$ cat src/rtl/rational_arithmetic_unit_assert.svh
// Assertion macros for the rational arithmetic unit.
`ifndef RATIONAL_ARITHMETIC_UNIT_ASSERT_SVH
`define RATIONAL_ARITHMETIC_UNIT_ASSERT_SVH

// Asserts that an antecedent implies a consequent in the same cycle.
`define RAU_ASSERT_IMP(label, clk, rst_n, ante, cons, msg) \
    label: assert property (@(posedge clk) disable iff (!rst_n) (ante) |-> (cons)) \
        else $error(msg);

// Asserts that an antecedent implies a consequent in the next cycle.
`define RAU_ASSERT_NEXT(label, clk, rst_n, ante, cons, msg) \
    label: assert property (@(posedge clk) disable iff (!rst_n) (ante) |=> (cons)) \
        else $error(msg);

`endif

$ cat src/rtl/rau_pkg.sv
package rau_pkg;
    localparam int W = 32;
    localparam int DW = W - 1;
    localparam int PW = 2 * W + 1;
    localparam int CW = $clog2(PW + 1);

    localparam logic [2:0] CMD_ADD = 3'd0;
    localparam logic [2:0] CMD_SUB = 3'd1;
    localparam logic [2:0] CMD_MUL = 3'd2;
    localparam logic [2:0] CMD_DIV = 3'd3;
    localparam logic [2:0] CMD_INV = 3'd4;

    localparam logic [1:0] ST_OK = 2'd0;
    localparam logic [1:0] ST_ZERO = 2'd1;
    localparam logic [1:0] ST_OVF = 2'd2;

    typedef struct packed {
        logic load;
        logic mul1;
        logic mul2;
        logic comb;
        logic gcd_init;
        logic gcd_step;
        logic div_init;
        logic div_step;
        logic fin;
    } t_cmd;

    typedef struct packed {
        logic bypass;
        logic is_zero;
        logic gcd_done;
        logic div_last;
        logic div_done;
    } t_stat;
endpackage

$ cat src/rtl/rau_ctrl.sv
module rau_ctrl (
    input  logic           i_clk,
    input  logic           i_rst_n,
    input  logic           i_in_valid,
    output logic           o_in_ready,
    output logic           o_out_valid,
    input  logic           i_out_ready,
    input  rau_pkg::t_stat i_stat,
    output rau_pkg::t_cmd  o_cmd
);
    import rau_pkg::*;

    localparam logic [3:0] S_IDLE = 4'd0;
    localparam logic [3:0] S_MUL1 = 4'd1;
    localparam logic [3:0] S_MUL2 = 4'd2;
    localparam logic [3:0] S_COMB = 4'd3;
    localparam logic [3:0] S_GINIT = 4'd4;
    localparam logic [3:0] S_GCD = 4'd5;
    localparam logic [3:0] S_DINIT = 4'd6;
    localparam logic [3:0] S_DIV = 4'd7;
    localparam logic [3:0] S_FIN = 4'd8;

    logic [3:0] r_state, n_state;
    logic r_valid, n_valid;
    logic load;

    assign o_in_ready = (r_state == S_IDLE) && (!r_valid || i_out_ready);
    assign load = i_in_valid && o_in_ready;
    assign o_out_valid = r_valid;

    always_comb begin
        o_cmd = '0;
        n_state = r_state;
        n_valid = r_valid;
        if (r_valid && i_out_ready) n_valid = 1'b0;
        unique case (r_state)
            S_IDLE: begin
                o_cmd.load = load;
                if (load) n_state = S_MUL1;
            end
            S_MUL1: begin
                o_cmd.mul1 = 1'b1;
                n_state = S_MUL2;
            end
            S_MUL2: begin
                o_cmd.mul2 = 1'b1;
                n_state = S_COMB;
            end
            S_COMB: begin
                o_cmd.comb = 1'b1;
                n_state = (i_stat.bypass) ? S_FIN : S_GINIT;
            end
            S_GINIT: begin
                o_cmd.gcd_init = 1'b1;
                n_state = i_stat.is_zero ? S_FIN : S_GCD;
            end
            S_GCD: begin
                if (i_stat.gcd_done) n_state = S_DINIT;
                else o_cmd.gcd_step = 1'b1;
            end
            S_DINIT: begin
                o_cmd.div_init = 1'b1;
                n_state = S_DIV;
            end
            S_DIV: begin
                o_cmd.div_step = 1'b1;
                if (i_stat.div_done) n_state = S_FIN;
                else if (i_stat.div_last) n_state = S_DINIT;
            end
            S_FIN: begin
                o_cmd.fin = 1'b1;
                n_valid = 1'b1;
                n_state = S_IDLE;
            end
            default: n_state = S_IDLE;
        endcase
    end

    always_ff @(posedge i_clk) begin
        if (!i_rst_n) begin
            r_state <= S_IDLE;
            r_valid <= 1'b0;
        end else begin
            r_state <= n_state;
            r_valid <= n_valid;
        end
    end
endmodule

$ cat config.mk
export PLATFORM = sky130hd
export DESIGN_NAME = rau_ctrl
export DESIGN_NICKNAME = d
export VERILOG_FILES = /design/src/rtl/rational_arithmetic_unit_assert.svh /design/src/rtl/rau_pkg.sv /design/src/rtl/rau_ctrl.sv
export SDC_FILE = /design/constraint.sdc
export NUM_CORES = 1
export LEC_CHECK = 0
export BUFFER_PORTS_ARGS = -buffer_cell sky130_fd_sc_hd__buf_2
export CAP_MARGIN = 25
export CELL_PAD_IN_SITES_DETAIL_PLACEMENT = 1
export CELL_PAD_IN_SITES_GLOBAL_PLACEMENT = 2
export CORE_MARGIN = 2
export CORE_UTILIZATION = 22
export CTS_CLUSTER_SIZE = 28
export DETAILED_ROUTE_END_ITERATION = 12
export PLACE_DENSITY_LB_ADDON = 0.1
export SLEW_MARGIN = 25
export SYNTH_ARGS = -nofsm -noshare
export SYNTH_HDL_FRONTEND = slang
export SYNTH_SLANG_ARGS = --single-unit
$ cat constraint.sdc
create_clock -name i_clk -period 3.2 [get_ports i_clk]
set_input_delay 0.64 -clock i_clk [delete_from_list [all_inputs] [get_ports i_clk]]
set_output_delay 0.64 -clock i_clk [all_outputs]
set_load 0.01 [all_outputs]
==> summary.log <==
[route] per-cell routed wire length 11.6 um
[route] number of remaining DRC errors 0
[yosys] Yosys warning count 0
[global_routing] initial antenna violation count 0
[worst_hold_path] worst hold path stage count 3
[cells_and_area] most common library cell in the layout ignoring fill and taps buf_2
[clock_network] number of buffers on the longest clock path 2
[floorplanning] floorplan core area 1560 sq um
[route] total length of routed met3 wires 77 um
[critical_path] reg2reg end r_state[3]$_SDFFE_PN0P_
[pwr] Power Total 189 uW
[route] Post-DRT Antenna Nets 0
[cells_and_area] post-layout instance count excluding filler cells 87
[route] highest metal layer with signal wires met3
[sta] summed negative setup slack over all endpoints 0 ps
[critical_path] crit path DAT 1410 ps
[clock_network] Clock Pin Slew Worst Setup and Hold Paths 50 ps
[route] amount of wire on met2 after detailed routing 477 um
[route] number of search-and-repair iterations in the first detailed-routing pass 4
[floorplanning] # IOs 20
[sta] worst setup margin 1150 ps
[sta] setup skew after layout 7.56 ps
[cells_and_area] Post-Layout Inst Area 499 sq um
[pwr] share of total power in sequential cells 39.5%
[floorplanning] Die Wd 45.5 um
[critical_path] Reg2Reg Depth 3
[pwr] leakage dissipation 0.219 nW
[yosys] number of synthesized register bits 5
[sta] Tcrit/Tclk final 64.2%
[yosys] number of nets produced by synthesis 61
[critical_path] CP Class reg -> out
[outcome] outcome finished clean
[cells_and_area] Filler Cell Count 201
[clock_network] TritonCTS clock tree done
[yosys] Post-Synthesis Cells 52
[clock_network] CTS buffer count 3
[place] IO buf count 19
[critical_path] Crit. End Element output pin
[critical_path] required time of the critical path 2560 ps
[sta] Final min period 2050 ps
[pwr] clock group share of total power 39.5%
[clock_network] # clock sinks 5
[place] pre-CTS worst setup slack 1290 ps
[sta] setup-violating endpoint count in the final report 0
[cells_and_area] Final Net Count 81
[cells_and_area] Layout Utilization 32.0%
[sta] setup repair after global routing missed its margin false
[cells_and_area] area occupied by registers 100 sq um
[pwr] Switching Power 57.4 uW
[place] hpwl dp 794 um
[route] total number of vias 436
[clock_network] H-tree depth 1
[pwr] internal power component 131 uW
[yosys] per-instance average area after synthesis 7.29 sq um
[floorplanning] overall die area 2070 sq um
[sta] Worst-Margin Slew 498 ps
[global_routing] Global Route Usage Sum 11.9%
[sta] final number of max-transition violations 0
[global_routing] number of global-route vias before repair 397
[worst_hold_path] Min-Delay Endpoint o_out_valid$_SDFFE_PN0P_
[clock_network] post_cts resized 0
[critical_path] Worst R2R Setup Slack 1860 ps
[pwr] switching power share of the total 30.4%
[flow_run] max capacitance violation total 0
[critical_path] r2r startpoint r_state[2]$_SDFFE_PN0P_
[sta] number of hold violations in the final report 0
[global_routing] grt total ovfl 0
[route] initial drt markers 10
[cells_and_area] total area of multi-input combinational cells 250 sq um
[clock_network] number of hold buffers added after CTS 0
[global_routing] largest net degree at the start of global routing 15
[pwr] pwr/cell area 378 nW/um^2
[route] wire length reported by the detailed router 1.01 mm
[place] GP Congestion 0.662
[yosys] Unique masters post-synth 25
[critical_path] critical path peak fanout 13
[sta] remaining max-slew budget at the tightest pin 66.7%
[sta] hold slack final 604 ps
[clock_network] number of setup buffers added after CTS 0
[clock_network] CTS Root Cell clkbuf_4
[pwr] peak supply drop 320 uV
[route] vias per inst 5.01
[floorplanning] row count 14
[cells_and_area] signed area change from the synthesized netlist to the final layout 31.7%
[worst_hold_path] worst min-delay path category reg -> reg
[sta] maximum frequency from static timing analysis 487 MHz
[route] wire length on met1 458 um
[floorplanning] Chip Height 45.5 um
[yosys] post-synthesis sequential area ratio 26.4%
[worst_hold_path] launch point of the worst hold path o_out_valid$_SDFFE_PN0P_
[cells_and_area] share of post-route cells with drive strength above 1 39.4%
[global_routing] wire length of the first global-routing pass 1.73 mm
[cells_and_area] antenna diode count 0
[cells_and_area] most frequent cells in the layout buf_2 (19), nor2_1 (10), nand2b_1 (6)
[place] dpl cell area 473 sq um
[place] total instance count after detailed placement 83
[pwr] Gate power share 21.1%
[yosys] Cell Area, Synth 379 sq um
[floorplanning] initial core utilization 24.3%
[clock_network] clock insertion delay at the later pin of the skew report 240 ps
[critical_path] nature of the critical path startpoint flip-flop
[state kept, by name, indices dropped and copies added (netlist names)]
name	count
r_state	4
o_out_valid	1
[worst max path at each step]
stage                          end  cells past startpoint  slack, ps                     from
after floorplan           o_cmd[3]                      1       1540                i_stat[2]
after global placement    o_cmd[3]                      3       1280                i_stat[2]
after detailed placement  o_cmd[3]                      3       1290                i_stat[2]
after CTS                 o_cmd[3]                      3       1100  r_state[2]$_SDFFE_PN0P_
after global routing      o_cmd[3]                      3        950  r_state[0]$_SDFFE_PN0P_
final                     o_cmd[3]                      3       1150  r_state[0]$_SDFFE_PN0P_
[cells by family (layout without fill, tap and decap cells)]
logic type,after synthesis,in the layout,share of synthesized area [%]
multiplexers,1,1,2.97
AO/OA/AOI/OAI,8,8,13.2
flip-flops,5,5,26.4
buffers and inverters,6,25,7.59
AND/OR/NAND/NOR,32,32,49.8
[layer usage]
layer	track usage, %	vias up
met3	6.35	0
met2	18.6	16
li1	-	219
met1	14.6	201
met4	1.76	0
met5	0	-
[synth_stat cells, drive strengths merged]
| cell type | n | area share (%) |
|---|---|---|
| a21oi | 1 | 1.3 |
| a311o | 1 | 2.6 |
| a31oi | 3 | 5.0 |
| and3 | 1 | 1.7 |
| buf | 3 | 4.6 |
| clkbuf | 1 | 0.99 |
| dfxtp | 5 | 26 |
| inv | 2 | 2.0 |
| mux2 | 1 | 3.0 |
| nand2 | 2 | 2.0 |
| nand2b | 7 | 14 |
| nand3 | 1 | 1.3 |
| nand4 | 1 | 1.7 |
| nor2 | 10 | 9.9 |
| nor2b | 2 | 5.3 |
| nor3 | 6 | 9.2 |
| nor3b | 1 | 2.0 |
| nor4 | 1 | 3.3 |
| o21ai | 2 | 2.6 |
| o22ai | 1 | 1.7 |
[area by class of cell]
cell class	count	area share (%)
Clock buffer	4	5.26
Multi-Input combinational cell	41	50.1
Timing Repair Buffer	19	19.0
Inverter	2	1.50
Sequential cell	5	20.1
Tap cell	16	4.01
[power groups by stage]
stage,logic (mW),clock network [mW],registers [mW]
4_1_cts,0.0406,0.0771,0.0747
2_1_floorplan,0.0307,0,0.0689
3_5_place_dp,0.0404,0,0.0759
5_1_grt,0.0454,0.0828,0.0764
6_report,0.0398,0.0745,0.0745
3_3_place_gp,0.0403,0,0.0760
[worst max-delay path: stages, from the launching register on]
cell	delay, ps
dfxtp_1	550
nand2_1	150
nor4_2	270
buf_2	200
(Power assumes the default switching activity.)
